File: src/hdl/gtcs_pkg.sv
// Shared types and constants of the GEMM tile command sequencer.
// No dependencies; imported by every module of the block.
package gtcs_pkg;

    localparam int TILE_SIZE = 8;
    localparam int MAX_DIM   = 4096;
    localparam int DIM_W     = 13;
    localparam int ADDR_W    = 32;
    localparam int TSZ_W     = 4;
    localparam int CFG_IDX_W = 3;

    // Input operation codes.
    localparam logic OP_START = 1'b0;
    localparam logic OP_NEXT  = 1'b1;

    // Configuration register indexes.
    localparam logic [CFG_IDX_W-1:0] CFG_A_BASE   = 3'd0;
    localparam logic [CFG_IDX_W-1:0] CFG_B_BASE   = 3'd1;
    localparam logic [CFG_IDX_W-1:0] CFG_C_BASE   = 3'd2;
    localparam logic [CFG_IDX_W-1:0] CFG_A_STRIDE = 3'd3;
    localparam logic [CFG_IDX_W-1:0] CFG_B_STRIDE = 3'd4;
    localparam logic [CFG_IDX_W-1:0] CFG_C_STRIDE = 3'd5;

    // One classified tile: offsets, clipped sizes and flags.
    typedef struct packed {
        logic [DIM_W-1:0] pos_m;
        logic [DIM_W-1:0] pos_k;
        logic [DIM_W-1:0] pos_n;
        logic [TSZ_W-1:0] tile_rows;
        logic [TSZ_W-1:0] tile_depth;
        logic [TSZ_W-1:0] tile_cols;
        logic             clear_acc;
        logic             store_acc;
        logic             job_last;
    } tile_cmd_t;

endpackage

File: src/hdl/gtcs_front.sv
// Front end: holds the job dimensions and the m/n/k tile walk, and turns
// each accepted request into at most one tile command. Depends on gtcs_pkg.
module gtcs_front
    import gtcs_pkg::*;
(
    input  logic             clk,
    input  logic             rst_n,
    input  logic             accept,
    input  logic             op,
    input  logic [DIM_W-1:0] rows_m,
    input  logic [DIM_W-1:0] depth_k,
    input  logic [DIM_W-1:0] cols_n,
    output logic             push,
    output tile_cmd_t        cmd
);

    logic             job_active_reg, job_active_next;
    logic [DIM_W-1:0] dim_m_reg, dim_m_next;
    logic [DIM_W-1:0] dim_k_reg, dim_k_next;
    logic [DIM_W-1:0] dim_n_reg, dim_n_next;
    logic [DIM_W-1:0] pos_m_reg, pos_m_next;
    logic [DIM_W-1:0] pos_k_reg, pos_k_next;
    logic [DIM_W-1:0] pos_n_reg, pos_n_next;

    logic [DIM_W-1:0] dm, dk, dn, pm, pk, pn;
    logic             act;
    logic [DIM_W:0]   nm, nk, nn;

    function automatic logic [DIM_W-1:0] clamp_dim(input logic [DIM_W-1:0] v);
        logic [DIM_W-1:0] r;
        r = v;
        if ({1'b0, v} > (DIM_W+1)'(MAX_DIM))
            r = DIM_W'(MAX_DIM);
        return r;
    endfunction

    function automatic logic [TSZ_W-1:0] clip_tile(input logic [DIM_W-1:0] d,
                                                   input logic [DIM_W-1:0] p);
        logic [DIM_W-1:0] rem;
        logic [DIM_W-1:0] sz;
        rem = d - p;
        sz  = ({1'b0, rem} < (DIM_W+1)'(TILE_SIZE)) ? rem : DIM_W'(TILE_SIZE);
        return sz[TSZ_W-1:0];
    endfunction

    always_comb
    begin
        if (op == OP_START)
        begin
            dm  = clamp_dim(rows_m);
            dk  = clamp_dim(depth_k);
            dn  = clamp_dim(cols_n);
            pm  = '0;
            pk  = '0;
            pn  = '0;
            act = (dm != '0) && (dk != '0) && (dn != '0);
        end
        else
        begin
            dm  = dim_m_reg;
            dk  = dim_k_reg;
            dn  = dim_n_reg;
            pm  = pos_m_reg;
            pk  = pos_k_reg;
            pn  = pos_n_reg;
            act = job_active_reg;
        end

        nm = {1'b0, pm} + (DIM_W+1)'(TILE_SIZE);
        nk = {1'b0, pk} + (DIM_W+1)'(TILE_SIZE);
        nn = {1'b0, pn} + (DIM_W+1)'(TILE_SIZE);

        cmd.pos_m      = pm;
        cmd.pos_k      = pk;
        cmd.pos_n      = pn;
        cmd.tile_rows  = clip_tile(dm, pm);
        cmd.tile_depth = clip_tile(dk, pk);
        cmd.tile_cols  = clip_tile(dn, pn);
        cmd.clear_acc  = (pk == '0);
        cmd.store_acc  = (nk >= {1'b0, dk});
        cmd.job_last   = 1'b0;

        dim_m_next      = dim_m_reg;
        dim_k_next      = dim_k_reg;
        dim_n_next      = dim_n_reg;
        pos_m_next      = pos_m_reg;
        pos_k_next      = pos_k_reg;
        pos_n_next      = pos_n_reg;
        job_active_next = job_active_reg;

        if (accept)
        begin
            dim_m_next      = dm;
            dim_k_next      = dk;
            dim_n_next      = dn;
            pos_m_next      = pm;
            pos_k_next      = pk;
            pos_n_next      = pn;
            job_active_next = act;
            if (act)
            begin
                // Advance k first, then n, then m; the job ends after the last m row.
                if (nk < {1'b0, dk})
                    pos_k_next = nk[DIM_W-1:0];
                else
                begin
                    pos_k_next = '0;
                    if (nn < {1'b0, dn})
                        pos_n_next = nn[DIM_W-1:0];
                    else
                    begin
                        pos_n_next = '0;
                        if (nm < {1'b0, dm})
                            pos_m_next = nm[DIM_W-1:0];
                        else
                        begin
                            pos_m_next      = '0;
                            job_active_next = 1'b0;
                            cmd.job_last    = 1'b1;
                        end
                    end
                end
            end
        end
    end

    assign push = accept && act;

    always_ff @(posedge clk or negedge rst_n)
    begin
        if (!rst_n)
        begin
            job_active_reg <= 1'b0;
            dim_m_reg      <= '0;
            dim_k_reg      <= '0;
            dim_n_reg      <= '0;
            pos_m_reg      <= '0;
            pos_k_reg      <= '0;
            pos_n_reg      <= '0;
        end
        else
        begin
            job_active_reg <= job_active_next;
            dim_m_reg      <= dim_m_next;
            dim_k_reg      <= dim_k_next;
            dim_n_reg      <= dim_n_next;
            pos_m_reg      <= pos_m_next;
            pos_k_reg      <= pos_k_next;
            pos_n_reg      <= pos_n_next;
        end
    end

endmodule

File: src/hdl/gtcs_queue.sv
// Small command queue between the front end and the address back end.
// Depends on gtcs_pkg for the command type.
module gtcs_queue
    import gtcs_pkg::*;
#(
    parameter int DEPTH = 4
)
(
    input  logic      clk,
    input  logic      rst_n,
    input  logic      push,
    input  tile_cmd_t push_cmd,
    input  logic      pop,
    output logic      not_full,
    output logic      not_empty,
    output tile_cmd_t head_cmd
);

    localparam int PTR_W = (DEPTH > 1) ? $clog2(DEPTH) : 1;
    localparam int CNT_W = $clog2(DEPTH + 1);

    tile_cmd_t        entry_reg [DEPTH];
    logic [PTR_W-1:0] wr_ptr_reg, wr_ptr_next;
    logic [PTR_W-1:0] rd_ptr_reg, rd_ptr_next;
    logic [CNT_W-1:0] count_reg, count_next;
    logic             do_push, do_pop;

    assign not_full  = (count_reg != CNT_W'(DEPTH));
    assign not_empty = (count_reg != '0);
    assign do_push   = push && not_full;
    assign do_pop    = pop && not_empty;
    assign head_cmd  = entry_reg[rd_ptr_reg];

    always_comb
    begin
        wr_ptr_next = wr_ptr_reg;
        rd_ptr_next = rd_ptr_reg;
        count_next  = count_reg;
        if (do_push)
            wr_ptr_next = (wr_ptr_reg == PTR_W'(DEPTH - 1)) ? '0 : wr_ptr_reg + 1'b1;
        if (do_pop)
            rd_ptr_next = (rd_ptr_reg == PTR_W'(DEPTH - 1)) ? '0 : rd_ptr_reg + 1'b1;
        if (do_push && !do_pop)
            count_next = count_reg + 1'b1;
        else if (do_pop && !do_push)
            count_next = count_reg - 1'b1;
    end

    always_ff @(posedge clk)
    begin
        if (do_push)
            entry_reg[wr_ptr_reg] <= push_cmd;
    end

    always_ff @(posedge clk or negedge rst_n)
    begin
        if (!rst_n)
        begin
            wr_ptr_reg <= '0;
            rd_ptr_reg <= '0;
            count_reg  <= '0;
        end
        else
        begin
            wr_ptr_reg <= wr_ptr_next;
            rd_ptr_reg <= rd_ptr_next;
            count_reg  <= count_next;
        end
    end

endmodule

File: src/hdl/gtcs_back.sv
// Back end: holds the base and pitch registers and forms the three tile
// addresses in two stages (products, then sums). Depends on gtcs_pkg.
module gtcs_back
    import gtcs_pkg::*;
(
    input  logic                 clk,
    input  logic                 rst_n,
    input  logic                 cfg_we,
    input  logic [CFG_IDX_W-1:0] cfg_index,
    input  logic [ADDR_W-1:0]    cfg_wdata,
    input  logic                 cmd_valid,
    input  tile_cmd_t            cmd,
    output logic                 cmd_pop,
    output logic                 out_valid,
    input  logic                 out_ready,
    output logic [ADDR_W-1:0]    a_addr,
    output logic [ADDR_W-1:0]    b_addr,
    output logic [ADDR_W-1:0]    c_addr,
    output logic [TSZ_W-1:0]     tile_rows,
    output logic [TSZ_W-1:0]     tile_depth,
    output logic [TSZ_W-1:0]     tile_cols,
    output logic                 clear_acc,
    output logic                 store_acc,
    output logic                 job_last
);

    localparam int PROD_W = 2 * DIM_W;

    logic [ADDR_W-1:0] a_base_reg, b_base_reg, c_base_reg;
    logic [DIM_W-1:0]  a_stride_reg, b_stride_reg, c_stride_reg;

    // Stage 1: products and the command that goes with them.
    logic              s1_valid_reg;
    tile_cmd_t         s1_cmd_reg;
    logic [PROD_W-1:0] s1_ma_reg, s1_kb_reg, s1_mc_reg;

    // Stage 2: the output register.
    logic              s2_valid_reg;
    logic [ADDR_W-1:0] a_addr_reg, b_addr_reg, c_addr_reg;
    tile_cmd_t         s2_cmd_reg;

    logic              s2_load, s1_load;
    logic [ADDR_W-1:0] c_elem;

    assign s2_load = s1_valid_reg && (!s2_valid_reg || out_ready);
    assign s1_load = !s1_valid_reg || s2_load;
    assign cmd_pop = cmd_valid && s1_load;
    assign c_elem  = ADDR_W'(s1_mc_reg) + ADDR_W'(s1_cmd_reg.pos_n);

    always_ff @(posedge clk or negedge rst_n)
    begin
        if (!rst_n)
        begin
            a_base_reg   <= '0;
            b_base_reg   <= '0;
            c_base_reg   <= '0;
            a_stride_reg <= '0;
            b_stride_reg <= '0;
            c_stride_reg <= '0;
        end
        else if (cfg_we)
        begin
            case (cfg_index)
                CFG_A_BASE:   a_base_reg   <= cfg_wdata;
                CFG_B_BASE:   b_base_reg   <= cfg_wdata;
                CFG_C_BASE:   c_base_reg   <= cfg_wdata;
                CFG_A_STRIDE: a_stride_reg <= cfg_wdata[DIM_W-1:0];
                CFG_B_STRIDE: b_stride_reg <= cfg_wdata[DIM_W-1:0];
                CFG_C_STRIDE: c_stride_reg <= cfg_wdata[DIM_W-1:0];
                default:      ;
            endcase
        end
    end

    always_ff @(posedge clk or negedge rst_n)
    begin
        if (!rst_n)
        begin
            s1_valid_reg <= 1'b0;
            s2_valid_reg <= 1'b0;
        end
        else
        begin
            if (s1_load)
                s1_valid_reg <= cmd_valid;
            if (s2_load)
                s2_valid_reg <= 1'b1;
            else if (out_ready)
                s2_valid_reg <= 1'b0;
        end
    end

    always_ff @(posedge clk)
    begin
        if (cmd_pop)
        begin
            s1_cmd_reg <= cmd;
            s1_ma_reg  <= cmd.pos_m * a_stride_reg;
            s1_kb_reg  <= cmd.pos_k * b_stride_reg;
            s1_mc_reg  <= cmd.pos_m * c_stride_reg;
        end
        if (s2_load)
        begin
            s2_cmd_reg <= s1_cmd_reg;
            a_addr_reg <= a_base_reg + ADDR_W'(s1_ma_reg) + ADDR_W'(s1_cmd_reg.pos_k);
            b_addr_reg <= b_base_reg + ADDR_W'(s1_kb_reg) + ADDR_W'(s1_cmd_reg.pos_n);
            c_addr_reg <= c_base_reg + {c_elem[ADDR_W-3:0], 2'b00};
        end
    end

    assign out_valid  = s2_valid_reg;
    assign a_addr     = a_addr_reg;
    assign b_addr     = b_addr_reg;
    assign c_addr     = c_addr_reg;
    assign tile_rows  = s2_cmd_reg.tile_rows;
    assign tile_depth = s2_cmd_reg.tile_depth;
    assign tile_cols  = s2_cmd_reg.tile_cols;
    assign clear_acc  = s2_cmd_reg.clear_acc;
    assign store_acc  = s2_cmd_reg.store_acc;
    assign job_last   = s2_cmd_reg.job_last;

endmodule

File: src/hdl/gemm_tile_command_sequencer.sv
// Top level of the GEMM tile command sequencer: front end, command queue
// and address back end. Depends on gtcs_pkg, gtcs_front, gtcs_queue, gtcs_back.
//
//  Channel   Direction  Handshake          Carries
//  s_*       in         s_tvalid/s_tready  a start or next-tile request
//  m_*       out        m_tvalid/m_tready  one tile command
//  cfg_*     in         cfg_we             base and pitch register writes
//
// One request is accepted per cycle while the command queue has room; a
// tile command passes through the queue entry, the product stage and the sum
// stage before it leaves, and the sustained rate is one command per cycle while
// m_tready is high, set by the loop-counter update in the front end. Reset clears
// the job state, the queue pointers, the pipeline valid bits and the base and
// pitch registers; the data registers need no reset. A stall on m_tready backs
// up the back end and then fills the queue; s_tready falls only when the queue
// is full. Requests that produce no command just update state.
module gemm_tile_command_sequencer
    import gtcs_pkg::*;
#(
    parameter int QUEUE_DEPTH = 4
)
(
    input  logic                 clk,
    input  logic                 rst_n,
    // Request stream.
    input  logic                 s_tvalid,
    output logic                 s_tready,
    input  logic [39:0]          s_tdata,   // rows_m[12:0], depth_k[25:13], cols_n[38:26], pad
    input  logic                 s_tuser,   // op: 0 start, 1 next tile
    // Tile command stream.
    output logic                 m_tvalid,
    input  logic                 m_tready,
    output logic [111:0]         m_tdata,   // a_addr, b_addr, c_addr, tile_rows,
                                            // tile_depth, tile_cols, pad
    output logic [1:0]           m_tuser,   // clear_acc, store_acc
    output logic                 m_tlast,   // job_last
    // Configuration writes.
    input  logic                 cfg_we,
    input  logic [CFG_IDX_W-1:0] cfg_index,
    input  logic [ADDR_W-1:0]    cfg_wdata
);

    logic             accept;
    logic             push;
    tile_cmd_t        front_cmd;
    logic             q_not_full, q_not_empty, q_pop;
    tile_cmd_t        head_cmd;
    logic [ADDR_W-1:0] a_addr, b_addr, c_addr;
    logic [TSZ_W-1:0] tile_rows, tile_depth, tile_cols;

    // A request is taken whenever the queue can absorb the command it may cause.
    assign s_tready = q_not_full;
    assign accept   = s_tvalid && s_tready;

    gtcs_front u_front (
        .clk     (clk),
        .rst_n   (rst_n),
        .accept  (accept),
        .op      (s_tuser),
        .rows_m  (s_tdata[12:0]),
        .depth_k (s_tdata[25:13]),
        .cols_n  (s_tdata[38:26]),
        .push    (push),
        .cmd     (front_cmd)
    );

    gtcs_queue #(
        .DEPTH (QUEUE_DEPTH)
    ) u_queue (
        .clk       (clk),
        .rst_n     (rst_n),
        .push      (push),
        .push_cmd  (front_cmd),
        .pop       (q_pop),
        .not_full  (q_not_full),
        .not_empty (q_not_empty),
        .head_cmd  (head_cmd)
    );

    gtcs_back u_back (
        .clk        (clk),
        .rst_n      (rst_n),
        .cfg_we     (cfg_we),
        .cfg_index  (cfg_index),
        .cfg_wdata  (cfg_wdata),
        .cmd_valid  (q_not_empty),
        .cmd        (head_cmd),
        .cmd_pop    (q_pop),
        .out_valid  (m_tvalid),
        .out_ready  (m_tready),
        .a_addr     (a_addr),
        .b_addr     (b_addr),
        .c_addr     (c_addr),
        .tile_rows  (tile_rows),
        .tile_depth (tile_depth),
        .tile_cols  (tile_cols),
        .clear_acc  (m_tuser[0]),
        .store_acc  (m_tuser[1]),
        .job_last   (m_tlast)
    );

    assign m_tdata = {4'b0000, tile_cols, tile_depth, tile_rows, c_addr, b_addr, a_addr};

endmodule

File: config.mk
export PLATFORM = sky130hd
export DESIGN_NAME = gemm_tile_command_sequencer
export DESIGN_NICKNAME = d
export VERILOG_FILES = /design/src/hdl/gtcs_pkg.sv /design/src/hdl/gtcs_front.sv /design/src/hdl/gtcs_queue.sv /design/src/hdl/gtcs_back.sv /design/src/hdl/gemm_tile_command_sequencer.sv
export SDC_FILE = /design/constraint.sdc
export NUM_CORES = 2
export LEC_CHECK = 0
export BUFFER_PORTS_ARGS = -buffer_cell sky130_fd_sc_hd__buf_2
export CORE_AREA = 5 5 383 385
export CTS_CLUSTER_DIAMETER = 80
export DETAILED_ROUTE_END_ITERATION = 10
export DIE_AREA = 0 0 388 390
export PLACE_DENSITY = 0.52
export SLEW_MARGIN = 20
export SYNTH_ARGS = -nofsm -noshare
export SYNTH_HDL_FRONTEND = slang
export SYNTH_SLANG_ARGS = --single-unit
File: constraint.sdc
create_clock -name clk -period 17.6 [get_ports clk]
set_clock_uncertainty 0.2 [all_clocks]
set_input_delay 2.64 -clock clk [delete_from_list [all_inputs] [get_ports clk]]
set_output_delay 2.64 -clock clk [all_outputs]
set_load 0.02 [all_outputs]
==> metrics.cfg <==
[status]
status = finished clean

[clocking]
cts-root-buf = clkbuf_16
numCtsBuffers = 78
cts.sinks = 669
post_cts_resize_count = 0
cts_hold_buf = 0
post_cts_buffers = 0
cts_max_level = 3
clockBufferDepth = 3
clkSlewWorstSetupHoldPaths_ps = 60
cts_tree = done
clock_latency_ps = 670

[drt]
ant_nets = 0
first_pass_iters = 5
first_iter_violations = 1630
vias = 32538
drt_wl_total_um = 125000
via_per_inst = 4.92
route.detailed.drc = 0
wl_per_cell_um = 18.9

[synthesis]
synth_edf_count = 446
synth_top_area_frac = 0.269
seq_area_frac_synth = 0.381
synthFlopType = edfxtp_1
yosysTopAreaCell = edfxtp_1
ys_ff_latch = 669
synth_area_um2 = 49700
yosysWarnings = 0
syn_inst = 4498
async_flop_share = 0.333
synthTopCellsByArea = edfxtp_1 27%, fa_1 16%, dfrtp_1 11%
yosys.cell_types.count = 92
avgSynthCellArea_um2 = 11.1

[final_layout]
syn_to_final_growth_pct = 11.3
largest_reg_flops = 216
nFillCells = 13942
drive_gt1_frac = 0.121
nets = 5535
fin_util = 0.388
design_area_um2 = 55400

[setup_path]
r2r_end = u_back.s1_mc_reg[25]
crit_type = register to register
critPathRequiredTime_ps = 17790
worst-path-max-fanout = 34
critPathMaxStageDelay_ps = 930
crit_chain = buf_4, mux4_2, and2_1, fa_1, inv_1, fa_1, inv_1, fa_1, fa_1, inv_1, fa_1, inv_1, ha_1, a21o_1, a21oi_1, o21ai_0, a21oi_1, a21oi_1, a311o_1, a31o_2, a21oi_1, xnor2_1
cp-end-kind = register
worstPathArrival_ps = 8210
cpMostUsedCell = fa_1
r2r_slack_ps = 9580
rr_worst_depth = 22
critPathSlowestCell = mux4_2
worstReg2RegStart = u_queue.rd_ptr_reg[0]
startpoint_type = register

[grt]
overflow = 0
antenna_found_initial = 11
grt_max_degree = 133
grt_pass1_vias = 33326
grt_pass1_wl_um = 197000
grt_use_total = 0.166

[die]
fp.dieW_um = 388
core.rowCount = 139
coreArea_um2 = 143000
start_util = 0.348
die-area_um2 = 151000
die_h_um = 390
ios = 198

[sta]
finalSetupViolCount = 0
rsz0062_at_grt = false
slew_violations = 0
finalCritPeriodShare = 0.456
relSlewSlack = 0.275
hold_viol_final = 0
hold_ws_ps = 217
worst_pin_slew_ps = 1080
tns_ps = 0
max_freq_mhz = 125
finalCriticalPeriod_ps = 8020

[placement]
io_buffer_count = 192
placed_area_um2 = 52700
hpwl_um = 93300
globalplace.congestion = 0.863

[min_path]
min_path_cells = 0
worstHoldPathType = register to register
min_to = u_back.tile_depth[2]
hold_start = u_back.s1_cmd_reg[9]

[job]
maxCapViolCount = 0

==> metrics by stage <==
step	instances	worst slack, ps
2_1_floorplan	4501	7290
5_1_grt	6610	9080
3_5_place_dp	6465	9520
3_3_place_gp	6465	9490
4_1_cts	6610	9480
6_report	6615	9580
==> layout by cell type (no fill, tap or decap), drive strengths merged, types with 11 or more instances in the layout <==
master / netlist / final
a211oi: 15 / 15
a21boi: 13 / 13
a21o: 60 / 60
a21oi: 169 / 169
a31oi: 20 / 20
and2: 262 / 262
and3: 28 / 28
buf: 30 / 212
clkbuf: 121 / 97
clkinv: 0 / 28
dfrtp: 223 / 223
edfxtp: 446 / 446
fa: 397 / 397
ha: 415 / 415
inv: 669 / 676
mux2: 134 / 134
mux4: 54 / 54
nand2: 479 / 479
nand2b: 59 / 59
nand3: 57 / 57
nand4: 30 / 30
nor2: 108 / 108
nor2b: 25 / 25
nor3: 53 / 53
o211ai: 21 / 21
o21a: 68 / 68
o21ai: 145 / 145
o21bai: 31 / 31
or2: 11 / 11
or3: 11 / 11
xnor2: 138 / 138
xor2: 61 / 61
==> cell type report <==
| class | instances | area [um2] | area share |
|---|---|---|---|
| multi-input cells | 3012 | 27700 | 0.500 |
| flip-flops and latches | 669 | 19000 | 0.343 |
| inverters | 669 | 2510 | 0.0454 |
| well taps | 1903 | 2380 | 0.0430 |
| clock buffers | 97 | 2080 | 0.0377 |
| repair buffers | 212 | 1140 | 0.0205 |
| clock inverters | 48 | 544 | 0.00983 |
| diodes | 5 | 12.5 | 0.000226 |
==> Yosys cell counts (all sizes together) (54+ instances only) <==
master  count
a21oi     169
clkbuf    121
nor2      108
o21a       68
inv       669
dfrtp     223
mux4       54
fa        397
edfxtp    446
and2      262
nand2     479
o21ai     145
xor2       61
mux2      134
nand3      57
nand2b     59
ha        415
xnor2     138
a21o       60
==> layer usage <==
metal  routed length, um  up-vias  part of all wire  global-route usage
met5                   0        -                 0                   0
met4                3220        0             0.026              0.0443
met3                6000      142             0.048              0.0250
met2               56200      714              0.45               0.263
met1               59900    16250              0.48               0.239
li1                    -    15432                 -                   -
==> kinds of logic after synthesis <==
| kind of cell | count (synthesis) | synth area share |
|---|---|---|
| XOR/XNOR | 199 | 0.0350 |
| buffers and inverters | 820 | 0.0627 |
| AO/OA/AOI/OAI | 634 | 0.0841 |
| adder cells (fa/ha/maj) | 812 | 0.264 |
| multiplexers | 198 | 0.0568 |
| AND/OR/NAND/NOR | 1165 | 0.116 |
| other | 1 | 0.0000754 |
| flip-flops | 669 | 0.381 |
==> worst max path at each step <==
| stage | start | end |
|---|---|---|
| after floorplan | m_tready | u_queue.count_reg[1] |
| after detailed placement | u_queue.rd_ptr_reg[0] | u_back.s1_mc_reg[25] |
| final | u_queue.rd_ptr_reg[0] | u_back.s1_mc_reg[25] |
| after global routing | u_queue.rd_ptr_reg[0] | u_back.s1_mc_reg[25] |
| after CTS | u_queue.rd_ptr_reg[0] | u_back.s1_mc_reg[25] |
| after global placement | u_queue.rd_ptr_reg[0] | u_back.s1_mc_reg[25] |
==> critical path: cells and delay by family, from the launching register on <==
family / cells / cell delay [ps]
XOR/XNOR: 1 / 80
multiplexers: 1 / 930
AND/OR/NAND/NOR: 1 / 320
adder cells (fa/ha/maj): 6 / 2940
flip-flops: 1 / 750
AO/OA/AOI/OAI: 8 / 1630
buffers and inverters: 5 / 830
Power is left out: the tool's default activity adds up to more than one toggle a clock period on the data nets, which glitch-free logic cannot reach.
